<file path="config.mk">
export PLATFORM = sky130hd
export DESIGN_NAME = zero_run_length_encoder
export DESIGN_NICKNAME = d
export VERILOG_FILES = /design/src/hdl/zrle_pkg.sv /design/src/hdl/zrle_front.sv /design/src/hdl/zrle_queue.sv /design/src/hdl/zrle_back.sv /design/src/hdl/zero_run_length_encoder.sv
export SDC_FILE = /design/constraint.sdc
export NUM_CORES = 1
export LEC_CHECK = 0
export BUFFER_PORTS_ARGS = -buffer_cell sky130_fd_sc_hd__buf_2
export CORE_MARGIN = 2
export CORE_UTILIZATION = 59
export DETAILED_ROUTE_END_ITERATION = 6
export GPL_TIMING_DRIVEN = 0
export HOLD_SLACK_MARGIN = 0.12
export PLACE_DENSITY_LB_ADDON = 0.2
export SYNTH_ARGS = -nofsm -noshare
export SYNTH_HDL_FRONTEND = slang
export SYNTH_HIERARCHICAL = 1
export SYNTH_SLANG_ARGS = --single-unit
</file>
<file path="constraint.sdc">
create_clock -name i_clk -period 5.6 [get_ports i_clk]
set_input_delay 1.12 -clock i_clk [delete_from_list [all_inputs] [get_ports i_clk]]
set_output_delay 1.12 -clock i_clk [all_outputs]
set_load 0.1 [all_outputs]
</file>
<file path="src/hdl/zrle_pkg.sv">
// shared types and constants of the zero run-length encoder
// used by zrle_front, zrle_queue, zrle_back and zero_run_length_encoder
`default_nettype none

package zrle_pkg;

    localparam int unsigned MAX_STEP_BYTES = 4;
    localparam int unsigned IDX_W          = $clog2(MAX_STEP_BYTES);

    localparam logic [7:0]  RUN_LIMIT      = 8'hFF;
    localparam logic [7:0]  ZERO_MARKER    = 8'h00;
    localparam logic [15:0] CAP_RESET      = 16'hFFFF;

    // encoded bytes produced by one input byte, before the capacity check
    typedef struct packed {
        logic [MAX_STEP_BYTES-1:0][7:0] step_bytes;
        logic [IDX_W-1:0]               last_idx;   // index of the final byte of the step
        logic                           pkt_last;   // step closes the packet
    } t_step;

endpackage : zrle_pkg

`default_nettype wire

</file>
<file path="src/hdl/zrle_front.sv">
// front part: accepts input bytes, tracks the open zero run, builds steps
// depends on zrle_pkg
`default_nettype none

module zrle_front (
    input  wire logic           i_clk,
    input  wire logic           i_rst_n,
    input  wire logic           i_in_valid,
    input  wire logic [7:0]     i_in_byte,
    input  wire logic           i_last_in,
    input  wire logic           i_q_full,
    output logic                o_in_ready,
    output logic                o_push,
    output zrle_pkg::t_step     o_step
);

    logic       r_run_open;
    logic [7:0] r_run_zeros;
    logic       n_run_open;
    logic [7:0] n_run_zeros;
    logic       accept;
    logic       has_bytes;

    assign o_in_ready = !i_q_full;
    assign accept     = i_in_valid && o_in_ready;
    assign o_push     = accept && has_bytes;

    always_comb begin
        o_step            = '0;
        o_step.pkt_last   = i_last_in;
        has_bytes         = 1'b0;
        n_run_open        = r_run_open;
        n_run_zeros       = r_run_zeros;
        if (i_in_byte == 8'd0) begin
            if (r_run_open && (r_run_zeros != zrle_pkg::RUN_LIMIT)) begin
                // extend the run; flush it only at packet end
                n_run_zeros          = r_run_zeros + 8'd1;
                has_bytes            = i_last_in;
                o_step.step_bytes[0] = zrle_pkg::ZERO_MARKER;
                o_step.step_bytes[1] = r_run_zeros + 8'd1;
                o_step.last_idx      = zrle_pkg::IDX_W'(1);
            end else begin
                // open a fresh run of count zero, first splitting off a full run if one is open
                n_run_open  = 1'b1;
                n_run_zeros = 8'd0;
                has_bytes   = r_run_open || i_last_in;
                o_step.step_bytes[0] = zrle_pkg::ZERO_MARKER;
                o_step.step_bytes[1] = r_run_open ? r_run_zeros : 8'd0;
                if (r_run_open && i_last_in) begin
                    o_step.last_idx = zrle_pkg::IDX_W'(3);
                end else begin
                    o_step.last_idx = zrle_pkg::IDX_W'(1);
                end
            end
        end else begin
            has_bytes   = 1'b1;
            n_run_open  = 1'b0;
            n_run_zeros = 8'd0;
            if (r_run_open) begin
                o_step.step_bytes[0] = zrle_pkg::ZERO_MARKER;
                o_step.step_bytes[1] = r_run_zeros;
                o_step.step_bytes[2] = i_in_byte;
                o_step.last_idx      = zrle_pkg::IDX_W'(2);
            end else begin
                o_step.step_bytes[0] = i_in_byte;
                o_step.last_idx      = zrle_pkg::IDX_W'(0);
            end
        end
        if (i_last_in) begin
            n_run_open  = 1'b0;
            n_run_zeros = 8'd0;
        end
    end

    always_ff @(posedge i_clk) begin
        if (!i_rst_n) begin
            r_run_open  <= 1'b0;
            r_run_zeros <= 8'd0;
        end else if (accept) begin
            r_run_open  <= n_run_open;
            r_run_zeros <= n_run_zeros;
        end
    end

endmodule : zrle_front

`default_nettype wire

</file>
<file path="src/hdl/zrle_queue.sv">
// small step queue between the front and back parts
// depends on zrle_pkg
`default_nettype none

module zrle_queue #(
    parameter int unsigned DEPTH = 4
) (
    input  wire logic           i_clk,
    input  wire logic           i_rst_n,
    input  wire logic           i_push,
    input  wire zrle_pkg::t_step i_step,
    input  wire logic           i_pop,
    output logic                o_full,
    output logic                o_valid,
    output zrle_pkg::t_step     o_step
);

    localparam int unsigned PTR_W = (DEPTH > 1) ? $clog2(DEPTH) : 1;
    localparam int unsigned CNT_W = $clog2(DEPTH + 1);

    zrle_pkg::t_step r_mem [DEPTH];
    logic [PTR_W-1:0] r_wr_ptr;
    logic [PTR_W-1:0] r_rd_ptr;
    logic [CNT_W-1:0] r_count;
    logic             do_push;
    logic             do_pop;

    assign o_full  = (r_count == CNT_W'(DEPTH));
    assign o_valid = (r_count != '0);
    assign o_step  = r_mem[r_rd_ptr];
    assign do_push = i_push && !o_full;
    assign do_pop  = i_pop && o_valid;

    function automatic logic [PTR_W-1:0] next_ptr(input logic [PTR_W-1:0] p);
        return (p == PTR_W'(DEPTH - 1)) ? '0 : p + PTR_W'(1);
    endfunction

    always_ff @(posedge i_clk) begin
        if (do_push) begin
            r_mem[r_wr_ptr] <= i_step;
        end
    end

    always_ff @(posedge i_clk) begin
        if (!i_rst_n) begin
            r_wr_ptr <= '0;
            r_rd_ptr <= '0;
            r_count  <= '0;
        end else begin
            if (do_push) begin
                r_wr_ptr <= next_ptr(r_wr_ptr);
            end
            if (do_pop) begin
                r_rd_ptr <= next_ptr(r_rd_ptr);
            end
            if (do_push && !do_pop) begin
                r_count <= r_count + CNT_W'(1);
            end else if (do_pop && !do_push) begin
                r_count <= r_count - CNT_W'(1);
            end
        end
    end

endmodule : zrle_queue

`default_nettype wire

</file>
<file path="src/hdl/zrle_back.sv">
// back part: walks each step byte by byte, applies the capacity, drives the output register
// depends on zrle_pkg
`default_nettype none

module zrle_back (
    input  wire logic           i_clk,
    input  wire logic           i_rst_n,
    input  wire logic           i_cfg_we,
    input  wire logic [15:0]    i_cfg_data,
    input  wire logic           i_q_valid,
    input  wire zrle_pkg::t_step i_q_step,
    output logic                o_pop,
    output logic                o_out_valid,
    input  wire logic           i_out_ready,
    output logic [7:0]          o_out_byte,
    output logic                o_byte_valid,
    output logic                o_last_out,
    output logic [15:0]         o_encoded_length,
    output logic                o_overflow
);

    logic [15:0]                r_cap;
    logic [15:0]                r_bytes;
    logic                       r_ovf;
    logic [zrle_pkg::IDX_W-1:0] r_idx;
    logic                       r_out_valid;
    logic [7:0]                 r_out_byte;
    logic                       r_byte_valid;
    logic                       r_last_out;
    logic [15:0]                r_encoded_length;
    logic                       r_overflow;

    logic [7:0]  cur_byte;
    logic        step_end;
    logic        fits;
    logic        fits_next;
    logic        go;
    logic        load;
    logic        finish;
    logic [15:0] bytes_inc;

    assign cur_byte  = i_q_step.step_bytes[r_idx];
    assign step_end  = (r_idx == i_q_step.last_idx);
    assign fits      = !r_ovf && (r_bytes < r_cap);
    assign bytes_inc = r_bytes + 16'd1;
    assign fits_next = ({1'b0, r_bytes} + 17'd1) < {1'b0, r_cap};
    assign go        = i_q_valid && (!r_out_valid || i_out_ready);
    assign load      = go && (fits || i_q_step.pkt_last);
    assign finish    = go && i_q_step.pkt_last && (!fits || step_end || !fits_next);
    assign o_pop     = go && (step_end || !fits || finish);

    always_ff @(posedge i_clk) begin
        if (!i_rst_n) begin
            r_cap <= zrle_pkg::CAP_RESET;
        end else if (i_cfg_we) begin
            r_cap <= i_cfg_data;
        end
    end

    always_ff @(posedge i_clk) begin
        if (!i_rst_n) begin
            r_bytes     <= '0;
            r_ovf       <= 1'b0;
            r_idx       <= '0;
            r_out_valid <= 1'b0;
        end else begin
            if (load) begin
                r_out_valid <= 1'b1;
            end else if (i_out_ready) begin
                r_out_valid <= 1'b0;
            end
            if (finish) begin
                r_bytes <= '0;
                r_ovf   <= 1'b0;
                r_idx   <= '0;
            end else if (go) begin
                if (fits) begin
                    r_bytes <= bytes_inc;
                    r_idx   <= step_end ? '0 : r_idx + zrle_pkg::IDX_W'(1);
                end else begin
                    // rest of this step is suppressed
                    r_ovf <= 1'b1;
                    r_idx <= '0;
                end
            end
        end
    end

    always_ff @(posedge i_clk) begin
        if (load) begin
            r_out_byte       <= fits ? cur_byte : 8'd0;
            r_byte_valid     <= fits;
            r_last_out       <= finish;
            r_overflow       <= finish && !(fits && step_end);
            r_encoded_length <= (finish && fits && step_end) ? bytes_inc : 16'd0;
        end
    end

    assign o_out_valid      = r_out_valid;
    assign o_out_byte       = r_out_byte;
    assign o_byte_valid     = r_byte_valid;
    assign o_last_out       = r_last_out;
    assign o_encoded_length = r_encoded_length;
    assign o_overflow       = r_overflow;

    a_status_is_final: assert property (@(posedge i_clk) disable iff (!i_rst_n)
        o_out_valid && !o_byte_valid |-> o_last_out && o_overflow)
        else $error("status-only transfer without final overflow marking");

    a_overflow_zero_length: assert property (@(posedge i_clk) disable iff (!i_rst_n)
        o_out_valid && o_overflow |-> o_last_out && (o_encoded_length == 16'd0))
        else $error("overflow transfer carries a length or is not final");

    a_idx_in_step: assert property (@(posedge i_clk) disable iff (!i_rst_n)
        i_q_valid |-> r_idx <= i_q_step.last_idx)
        else $error("byte index ran past the end of the step");

    a_finish_clears: assert property (@(posedge i_clk) disable iff (!i_rst_n)
        finish |=> (r_bytes == 16'd0) && !r_ovf && (r_idx == '0))
        else $error("packet state not cleared after final transfer");

endmodule : zrle_back

`default_nettype wire

</file>
<file path="src/hdl/zero_run_length_encoder.sv">
// top level of the zero run-length encoder: front, step queue and back part
// depends on zrle_pkg, zrle_front, zrle_queue and zrle_back
//
// Packets enter one byte per transfer, with i_last_in on the final byte. A
// nonzero byte is passed on as a literal; a zero opens a run that counts up
// to 255 further zeros and is sent as a zero marker followed by the count,
// when a nonzero byte arrives, when a zero arrives at a full count, or at packet end.
// The encoded bytes of a packet are counted against the capacity register
// (reset 65535, written through i_cfg_we/i_cfg_data). Once a byte would pass
// it, that byte and the rest of the packet are dropped and the final
// transfer carries o_overflow=1 and o_encoded_length=0; if nothing was left
// to send on the final step, a status-only transfer (o_byte_valid=0) marks
// the end. Otherwise the final transfer carries the packet's length.
// Rate: the front takes one input byte per cycle while the step queue
// (QUEUE_DEPTH steps) has room. Each input byte becomes a step of zero to
// four encoded bytes, and the back part sends one encoded byte per cycle
// while the output is ready. A step holds one byte for a literal, none
// for a zero that extends a run, and two to four when a run is flushed.
// The rest of a step past the capacity is popped and dropped without an
// output byte, unless a byte of the final step has already closed the
// packet. Steps pass through the queue, then the back output register.
`default_nettype none

module zero_run_length_encoder #(
    parameter int unsigned QUEUE_DEPTH = 4
) (
    input  wire logic           i_clk,
    input  wire logic           i_rst_n,
    // configuration write
    input  wire logic           i_cfg_we,
    input  wire logic [15:0]    i_cfg_data,
    // input byte channel
    input  wire logic           i_in_valid,
    output logic                o_in_ready,
    input  wire logic [7:0]     i_in_byte,
    input  wire logic           i_last_in,
    // encoded output channel
    output logic                o_out_valid,
    input  wire logic           i_out_ready,
    output logic [7:0]          o_out_byte,
    output logic                o_byte_valid,
    output logic                o_last_out,
    output logic [15:0]         o_encoded_length,
    output logic                o_overflow
);

    // steps travel from front to back through the queue
    logic            push;
    logic            pop;
    logic            q_full;
    logic            q_valid;
    zrle_pkg::t_step front_step;
    zrle_pkg::t_step head_step;

    // front: run tracking and step building
    zrle_front u_front (
        .i_clk      (i_clk),
        .i_rst_n    (i_rst_n),
        .i_in_valid (i_in_valid),
        .i_in_byte  (i_in_byte),
        .i_last_in  (i_last_in),
        .i_q_full   (q_full),
        .o_in_ready (o_in_ready),
        .o_push     (push),
        .o_step     (front_step)
    );

    // queue decouples input stalls from output stalls
    zrle_queue #(
        .DEPTH (QUEUE_DEPTH)
    ) u_queue (
        .i_clk   (i_clk),
        .i_rst_n (i_rst_n),
        .i_push  (push),
        .i_step  (front_step),
        .i_pop   (pop),
        .o_full  (q_full),
        .o_valid (q_valid),
        .o_step  (head_step)
    );

    // back: capacity accounting and registered output
    zrle_back u_back (
        .i_clk            (i_clk),
        .i_rst_n          (i_rst_n),
        .i_cfg_we         (i_cfg_we),
        .i_cfg_data       (i_cfg_data),
        .i_q_valid        (q_valid),
        .i_q_step         (head_step),
        .o_pop            (pop),
        .o_out_valid      (o_out_valid),
        .i_out_ready      (i_out_ready),
        .o_out_byte       (o_out_byte),
        .o_byte_valid     (o_byte_valid),
        .o_last_out       (o_last_out),
        .o_encoded_length (o_encoded_length),
        .o_overflow       (o_overflow)
    );

endmodule : zero_run_length_encoder

`default_nettype wire
</file>
# Yosys cells after proc, flatten, opt, wreduce, memory -nomap -nowiden
# Memories as Yosys holds them, arrays and structs flattened. A register that Yosys moved wholly into a read port is not among the register bits.
# Cells that the tools add are included.
# classes
n_reduce_logical	40
order_cmp	3
muxes	29
n_addsub	8
n_bitwise	2
eq_ne	6
# op_table
cell	count
8-bit two-way mux	6
18-bit two-way mux	2
1-bit logical AND	18
16-bit by 1-bit adder with 17-bit output, second input constant	1
17-bit by 16-bit less-than comparator with 1-bit output	1
16-bit by 1-bit adder with 16-bit output, second input constant	1
8-bit binary-select mux with 2-bit select	1
16-bit less-than comparator	1
16-bit two-way mux	1
2-bit two-way mux	7
10-bit two-way mux	1
1-bit two-way mux	9
8-bit by 1-bit adder with 8-bit output, second input constant	1
1-bit logical NOT	8
8-bit logical NOT	1
8-bit inequality test, second input constant	1
2-bit by 1-bit adder with 2-bit output, second input constant	3
1-bit logical OR	6
3-bit two-way mux	2
2-bit AND reduction	3
2-bit == test, second input constant	2
2-bit nonzero test	2
3-bit by 1-bit adder with 3-bit output, second input constant	1
3-bit == test, second input constant	1
7 further kinds	8
# totals
reg_bits	79
wordCells	104
out_inout_bits	29
memories	1
mem_bits_rw	108
# mem_list
memory	depth	width	read_ports	rd_ports_with_merged_regs	wr	line_no	text
u_queue.r_mem	4	27	1	1	1	zrle_queue.sv:21	zrle_pkg::t_step r_mem [DEPTH];

# Logic depth before layout (Yosys ltp)
# Gate-level depths: netlist of the first run.
# depth
ltp_word	12
mapped_depth	19
ltp_nobuf	19

# Cells and area by module
# The synthesis of the first run kept the hierarchy.
# modules_own_cells
mod	n_inst	cells_each	seq_area_each_um2	area_each_um2
zrle_queue	1	234	4384.2	5584.1
zrle_back	1	354	1531.5	3691.0
zrle_front	1	137	180.2	922.1

# Worst setup path before layout of the first run
# OpenSTA, ideal clock, no wires.
# synth_timing
path_kind	flip-flop to flip-flop
start	register u_back.r_bytes[0]
end	register u_queue.r_count[2]
stages_incl_launch_ff	20
t_arrival_ps	4238
synth_period_minus_slack_ps	4314
setup_ps	76
slack_ps	1286
cell_sequence	dfxtp_1 -> ha_1 -> nand3_4 -> nor3_1 -> and3_1 -> xor2_1 -> ha_1 -> and2_0 -> a221o_1 -> a2bb2oi_1 -> or3b_4 -> nand2_1 -> a21oi_1 -> o31ai_1 -> ha_1 -> inv_1 -> fa_1 -> xor2_1 -> or3_1 -> a21boi_0
# synth_between
elab_chain_len	12
word_cells_on_any_way	17
# synth_rtl
item	line_no	text
from (decl)	zrle_back.sv:23	logic [15:0] r_bytes;
from (signal assigned)	zrle_back.sv:78	r_bytes <= bytes_inc;
branches (longest 6 deep; another with 16-bit by 1-bit adder with 17-bit output)	-	
1-bit logical OR *	zrle_back.sv:50	assign o_pop = go && (step_end || !fits || finish);
1-bit logical AND *	zrle_back.sv:50	
named net pop	zero_run_length_encoder.sv:49	logic pop;
1-bit logical AND *	zrle_queue.sv:32	assign do_pop = i_pop && o_valid;
1-bit logical NOT	zrle_queue.sv:56	if (do_push && !do_pop) begin
1-bit logical AND	zrle_queue.sv:56	
3-bit two-way mux / 2-bit nonzero test (equally long branches)	-	
to (signal assigned)	zrle_queue.sv:57	r_count <= r_count + CNT_W'(1);
to (signal assigned)	zrle_queue.sv:59	r_count <= r_count - CNT_W'(1);
to (decl)	zrle_queue.sv:24	logic [CNT_W-1:0] r_count;
# Mark *: on every way through the listed nets, which the timed path passes.
# A chain may end at the register's enable or synchronous reset.

# Final worst setup path of the first run
# Same ends and word-level chain as after synthesis.

==> results.md, run 1 <==
- Status: completed
- Most frequent cells in the layout: edfxtp_1, buf_2, nand2_1, dfxtp_1
- # rows: 48
- R2R Path Start: u_back/r_bytes[0]$_SDFFE_PP0P_
- CTS Hold Buffers Added: 0
- Routed Antenna Nets: 0
- Hold Slack: 500 ps
- Final worst-path cycle share: 91.9%
- Cts bufs inserted: 24
- Critical path class: register to register
- Layout area overhead: 15.0%
- Clk pwr share: 27.9%
- Worst Reg2Reg Path Length in Cells: 19
- Worst Slack Setup Final: around 450 ps
- Most common flop cell mapped by yosys: edfxtp_1
- Setup violators final: 0
- Fillers: 1,194
- Final nets: 889
- Most used cell, CP: ha_1
- Die Y: 135 um
- First-pass GRT wire length: 33,300 um
- DR vias/cell: 5.94
- Routability congestion estimate: just under 0.9
- CTS resizes: 0
- Antenna cells: 0
- Max IR drop VDD: 0.000444 V
- Clock buffer depth: 3
- Pin count of the biggest net entering global routing: 28
- PortBufs: 58
- Synthesized cell area: between 0.01 and 0.015 sq mm
- Post-synth EDFFs: 167
- Layout Skew: 13.7 ps
- Overall routing resource usage: 23.8%
- Htree depth: 1
- Final Util: 68.5%
- Pre-CTS WS: 513 ps
- Initial DRC count: approximately 550
- HP Start: u_front/r_run_zeros[1]$_SDFFE_PN0P_
- Pleak: 4.35 nW
- Rel. slew slack: a little over two fifths
- R2r setup slk: 450 ps
- R2r endpoint: u_queue/r_count[2]$_SDFFE_PN0P_
- DR pass1 iterations: 5
- Min Tclk post-route: 5150 ps
- Crit end category: register
- Seq cells post-synth: 221
- Required time of the worst setup path: 6030 ps
- Switching portion of total power: 36.5%
- Clock sink total: 221
- Gr ovfl total: 0
- Fmax: 0.194 GHz
- Yosys cell types: a little over 70
- Psw: about 2.1 mW
- Clk slew on worst S/H paths: 60 ps
- Initial cell density of the core: 59.6%
- CTS root buffer: clkbuf_16
- Total wire length: about 21,000 um
- Slowest-stage cell, CP: dfxtp_1
- Critical Path Source Type: register
- Slew @ Worst Pin: just under 900 ps
- DR vias: 6,318
- Int Power: 3.70 mW
- Max FO, Critical Path: 7
- Avg Cell Area, Syn: about 14 sq um
- Flop pwr share: 38.1%
- Comb pwr share: between 30% and 40%
- CTS tree: built
- Power Density: between 400 and 500 mW/mm^2
- WHS Endpoint: u_front/r_run_zeros[1]$_SDFFE_PN0P_
- Final instance area: 0.0117 sq mm
- Slowest stage delay, CP: roughly 480 ps
- Area of the core: around 0.017 sq mm
- WL per Instance: 19.9 um
- Total power: around 6 mW
- Drt drc: 0
- Number of max-cap violations: 0
- Dpl hpwl: 14,600 um
- Placed Cells: 1,019
- IO Count: 59
- Final Non-Filler Cells: 1,063
- Hold depth: 2
- Die W: 135 um
- Initial antenna violation count: 0
- WP data arrival: 5570 ps
- Vias in the first global route: 6,194
- Die area: 0.0184 sq mm
- Post-CTS Setup Bufs: 0
- Worst skew pair latency: 510 ps
- RSZ-0062 raised after global routing: no
- Final Slew Violations: 0
- Fraction of layout cells with a size suffix above 1: 22.8%
- Share of flip-flops with an asynchronous set or reset: 0%
- Area after DPL: ~0.011 sq mm
- CP Cell Sequence: ha_1 > nand3_4 > nor3_1 > and3_1 > xor2_1 > ha_1 > and2_0 > a221o_1 > a2bb2oi_1 > or3b_4 > nand2_1 > a21oi_1 > o31ai_1 > ha_1 > inv_1 > fa_1 > xor2_1 > or3_1 > a21boi_0
- Gate Count Post-Synth: 725
- Worst min-delay path category: register to register
- Synth Warn #: 6
- Sequential share of the synthesized area: 59.8%
- Most common cell after layout, fill and taps aside: edfxtp_1
- Setup TNS: 0 ps
- Final hold violations: 0
## cells in the mapped netlist (all sizes together), types with 12 or more instances
cell type  instances  area (sq um)
nor2b             33           206
a21oi             32           160
and2              17           106
dfxtp             54          1080
buf               24           219
nor2              34           168
nand4             12          75.1
mux4              43           987
xor2              22           193
inv               25          93.8
edfxtp           167          5010
nand2             56           210
o21ai             12          60.1
clkbuf            19          72.6
nand3             25           160
o211ai            15           113
ha                38           475
## power by group through the flow
stage	clock [mW]	combinational [mW]	sequential, mW
5_1_grt	1.71	2.10	2.25
6_report	1.63	1.98	2.22
3_5_place_dp	0	1.99	2.26
2_1_floorplan	0	0.863	2.94
3_3_place_gp	0	1.91	2.25
4_1_cts	1.66	1.99	2.23
## routing by layer
layer	GRT usage [%]	part of all wire, %
met1	35.3	45
met2	37.9	47
met3	3.48	6.3
met4	5.56	1.5
met5	0	0
## registers in the layout, summed over array words and instances, names as in the netlist, 2 cells and up, named ones only
register,cells
u_back/r_bytes,16
u_queue/r_wr_ptr,2
u_back/o_encoded_length,16
u_queue/r_mem,140
u_back/o_out_byte,8
u_back/r_cap,16
u_back/r_idx,2
u_queue/r_count,3
u_front/r_run_zeros,8
u_queue/r_rd_ptr,2
## worst max-delay path: cells and delay by family (launching register included)
family | cells | cell delay [ps]
compound gates | 5 | 1030
xor+xnor | 2 | 360
fa+ha+maj | 4 | 1260
buf+inv | 1 | 70
flops | 1 | 480
simple gates | 7 | 1870
## how the worst max path moves through the flow
stage / start / end / cells past startpoint / slack [ps]
3_5_place_dp: u_back/r_bytes[0]$_SDFFE_PP0P_ / u_queue/r_count[2]$_SDFFE_PN0P_ / 19 / 510
5_1_grt: u_back/r_bytes[0]$_SDFFE_PP0P_ / u_queue/r_count[2]$_SDFFE_PN0P_ / 19 / 120
6_report: u_back/r_bytes[0]$_SDFFE_PP0P_ / u_queue/r_count[2]$_SDFFE_PN0P_ / 19 / 450
3_3_place_gp: u_back/r_bytes[0]$_SDFFE_PP0P_ / u_queue/r_count[2]$_SDFFE_PN0P_ / 19 / 740
4_1_cts: u_back/r_bytes[0]$_SDFFE_PP0P_ / u_queue/r_count[2]$_SDFFE_PN0P_ / 19 / 500
2_1_floorplan: u_back/r_bytes[0]$_SDFFE_PP0P_ / u_queue/r_count[2]$_SDFFE_PN0P_ / 19 / 1290
## kinds of logic after synthesis
kind of cell	synth area share [%]
simple gates	12.6
flops	59.8
compound gates	6.11
buf+inv	3.85
mux	10.1
fa+ha+maj	4.86
xor+xnor	2.66
other cells	0.0368
## final cells by class
class                   instances  area (sq um)  share of cell area [%]
plain buffers                  43           292                    2.49
multi-input cells             441          3740                    31.9
clock buffers                  33           676                    5.76
inverters                      27           101                   0.864
repair buffers                 62           385                    3.29
flip-flops and latches        221          6100                    52.0
clock inverters                11           154                    1.31
well taps                     225           282                    2.40
No activity file was read; power rests on OpenSTA's default activity.
==> run 2: changes to the inputs <==
Settings changed: CTS_CLUSTER_DIAMETER set to 150, MAX_ROUTING_LAYER set to met4.
==> run 2 against run 1 <==
Global-route usage is 1.2 points higher. Critical path type unchanged. Cell count fell by 0.19%. Total power is 1.9% lower. Wire length grew 0.98%. Clock-buffer cell count is 7 lower. Highest routed layer unchanged. Non-clock buffer count unchanged. Register-to-register slack worse by 110 ps. Critical path depth is the same. Sequential share of layout area rose by 0.37 points. Design area down 0.70%.
==> results.md, run 2 (synthesized netlist as in run 1, its figures left out) <==
- Worst Path Buf+Inv: 1
- Final worst-path cycle share: 93.8%
- Slew @ Worst Pin: 1280 ps
- Most used cell, CP: ha_1
- Htree depth: 1
- Hold Slack: 491 ps
- R2r endpoint: u_queue/r_count[2]$_SDFFE_PN0P_
- Max reg flops: 140
- Most frequent cells in the layout: edfxtp_1, buf_2, nand2_1, dfxtp_1
- First-pass GRT wire length: about 34,000 um
- CTS root buffer: clkbuf_16
- Gr ovfl total: 0
- R2R Path Start: u_back/r_bytes[0]$_SDFFE_PP0P_
- Wl on met1: 9410 um
- Cts bufs inserted: 23
- Fmax: between 0.15 and 0.2 GHz
- Final instance area: 0.0116 sq mm
- Max IR drop VDD: 0.000376 V
- Drt drc: 0
- DR pass1 iterations: 5
- Worst min-delay path category: register to register
- WP data arrival: between 5000 and 6000 ps
- R2r setup slk: 350 ps
- Layout area overhead: 14.2%
- Fraction of layout cells with a size suffix above 1: about 23%
- Number of max-cap violations: 0
- Final hold violations: 0
- Max FO, Critical Path: 7
- Critical path class: register to register
- Slowest stage delay, CP: around 500 ps
- # rows: between 40 and 50
- CTS Hold Buffers Added: 0
- Setup TNS: 0 ps
- WP depth: 19
- DR vias: approximately 6,300
- Dpl hpwl: roughly 15,000 um
- Met2 routed WL: slightly above 10,000 um
- Routability congestion estimate: 0.897
- Clock sink total: about 220
- Highest Signal Layer: met4
- Clk slew on worst S/H paths: roughly 60 ps
- Crit end category: register
- CP Cell Sequence: ha_1 > nand3_4 > nor3_1 > and3_1 > xor2_1 > ha_1 > and2_0 > a221o_1 > a2bb2oi_1 > or3b_4 > nand2_1 > a21oi_1 > o31ai_1 > ha_1 > inv_1 > fa_1 > xor2_1 > or3_1 > a21boi_0
- Antenna cells: 0
- Clock buffer depth: 3
- Setup crit end: u_queue/r_count[2]$_SDFFE_PN0P_
- Area after DPL: 0.0109 sq mm
- IO Count: 59
- Die W: around 140 um
- Total wire length: 21,400 um
- Routed Antenna Nets: 0
- CTS tree: built
- Die Y: 135 um
- PortBufs: 58
- Initial DRC count: 489
- Required time of the worst setup path: 6030 ps
- Area of the core: roughly 0.017 sq mm
- Worst Reg2Reg Path Length in Cells: 19
- Layout Skew: 14.7 ps
- Critical Path Source Type: register
- Most flops, register: u_queue/r_mem
- Vias in the first global route: about 6,300
- Critical path launch point: u_back/r_bytes[0]$_SDFFE_PP0P_
- Post-CTS Setup Bufs: 0
- Power Density: 491 mW/mm^2
- Pin count of the biggest net entering global routing: 34
- Die area: 0.0184 sq mm
- Status: completed
- Worst skew pair latency: 530 ps
- Overall routing resource usage: 25.0%
- Final nets: 888
- DR WL met3: 1480 um
- Final Slew Violations: 0
- WL per Instance: around 20 um
- Delay-heaviest family, CP: simple AND/OR/NAND/NOR gates
- Initial cell density of the core: 59.6%
- Rel. slew slack: 14.7%
- Total power: 5.72 mW
- Most common cell after layout, fill and taps aside: edfxtp_1
- DR vias/cell: 5.90
- Setup violators final: 0
- Initial antenna violation count: 0
- RSZ-0062 raised after global routing: no
- Slowest-stage cell, CP: dfxtp_1
- CTS resizes: 0
- Min Tclk post-route: 5250 ps
- Pleak: 4.31 nW
- Final Util: slightly below 70%
==> run 2: cell types whose count changed in the layout (fill, tap and decap cells not counted), moves of 2 or more <==
cell       before  now
clkbuf_1       24   21
clkbuf_16      25   23
clkbuf_8        2    0
clkinv_1        5    7
clkinv_2        3    5
==> run 2: area by class of cell <==
| class | instances | area (sq um) |
|---|---|---|
| plain buffers | 43 | 292 |
| clock buffers | 26 | 587 |
| clock inverters | 16 | 170 |
| fillers | 1218 | 5470 |
| inverters | 27 | 101 |
| multi-input cells | 441 | 3740 |
| flip-flops and latches | 221 | 6100 |
| well taps | 225 | 282 |
| repair buffers | 62 | 378 |
==> run 2: worst min-delay path: cells and delay by family (launching register included) <==
family          cells  cell delay, ps
simple gates        1              60
compound gates      1              50
flops               1             330
==> run 2: how the worst min path moves through the flow <==
| stage | from | to | slack, ps | cells after the start |
|---|---|---|---|---|
| after floorplan | u_back/r_cap[0]$_SDFFE_PN1P_ | u_back/r_cap[0]$_SDFFE_PN1P_ | 450 | 2 |
| after global placement | u_front/r_run_zeros[1]$_SDFFE_PN0P_ | u_front/r_run_zeros[1]$_SDFFE_PN0P_ | 470 | 2 |
| after detailed placement | u_front/r_run_zeros[1]$_SDFFE_PN0P_ | u_front/r_run_zeros[1]$_SDFFE_PN0P_ | 480 | 2 |
| after CTS | u_front/r_run_zeros[1]$_SDFFE_PN0P_ | u_front/r_run_zeros[1]$_SDFFE_PN0P_ | 490 | 2 |
| after global routing | u_front/r_run_zeros[1]$_SDFFE_PN0P_ | u_front/r_run_zeros[1]$_SDFFE_PN0P_ | 530 | 2 |
| final | u_front/r_run_zeros[1]$_SDFFE_PN0P_ | u_front/r_run_zeros[1]$_SDFFE_PN0P_ | 490 | 2 |
==> run 2: per-layer routing <==
layer | global-route usage [%] | up-vias
met5 | - | -
met4 | 6.02 | 0
met3 | 3.59 | 37
met2 | 38.9 | 207
met1 | 35.6 | 3094
li1 | - | 2924
==> run 2: per-stage QoR <==
stage	instances	setup slack [ps]
after global routing	1061	56.7
after floorplan	732	1290
after detailed placement	1019	423
after CTS	1061	350
after global placement	1015	683
final	1061	347
==> run 2: power breakdown <==
group | internal (mW) | switching, mW | leakage, nW | total (mW)
clock network | 0.897 | 0.617 | 0.371 | 1.51
logic | 0.554 | 1.43 | 1.91 | 1.98
registers | 2.13 | 0.101 | 2.03 | 2.23
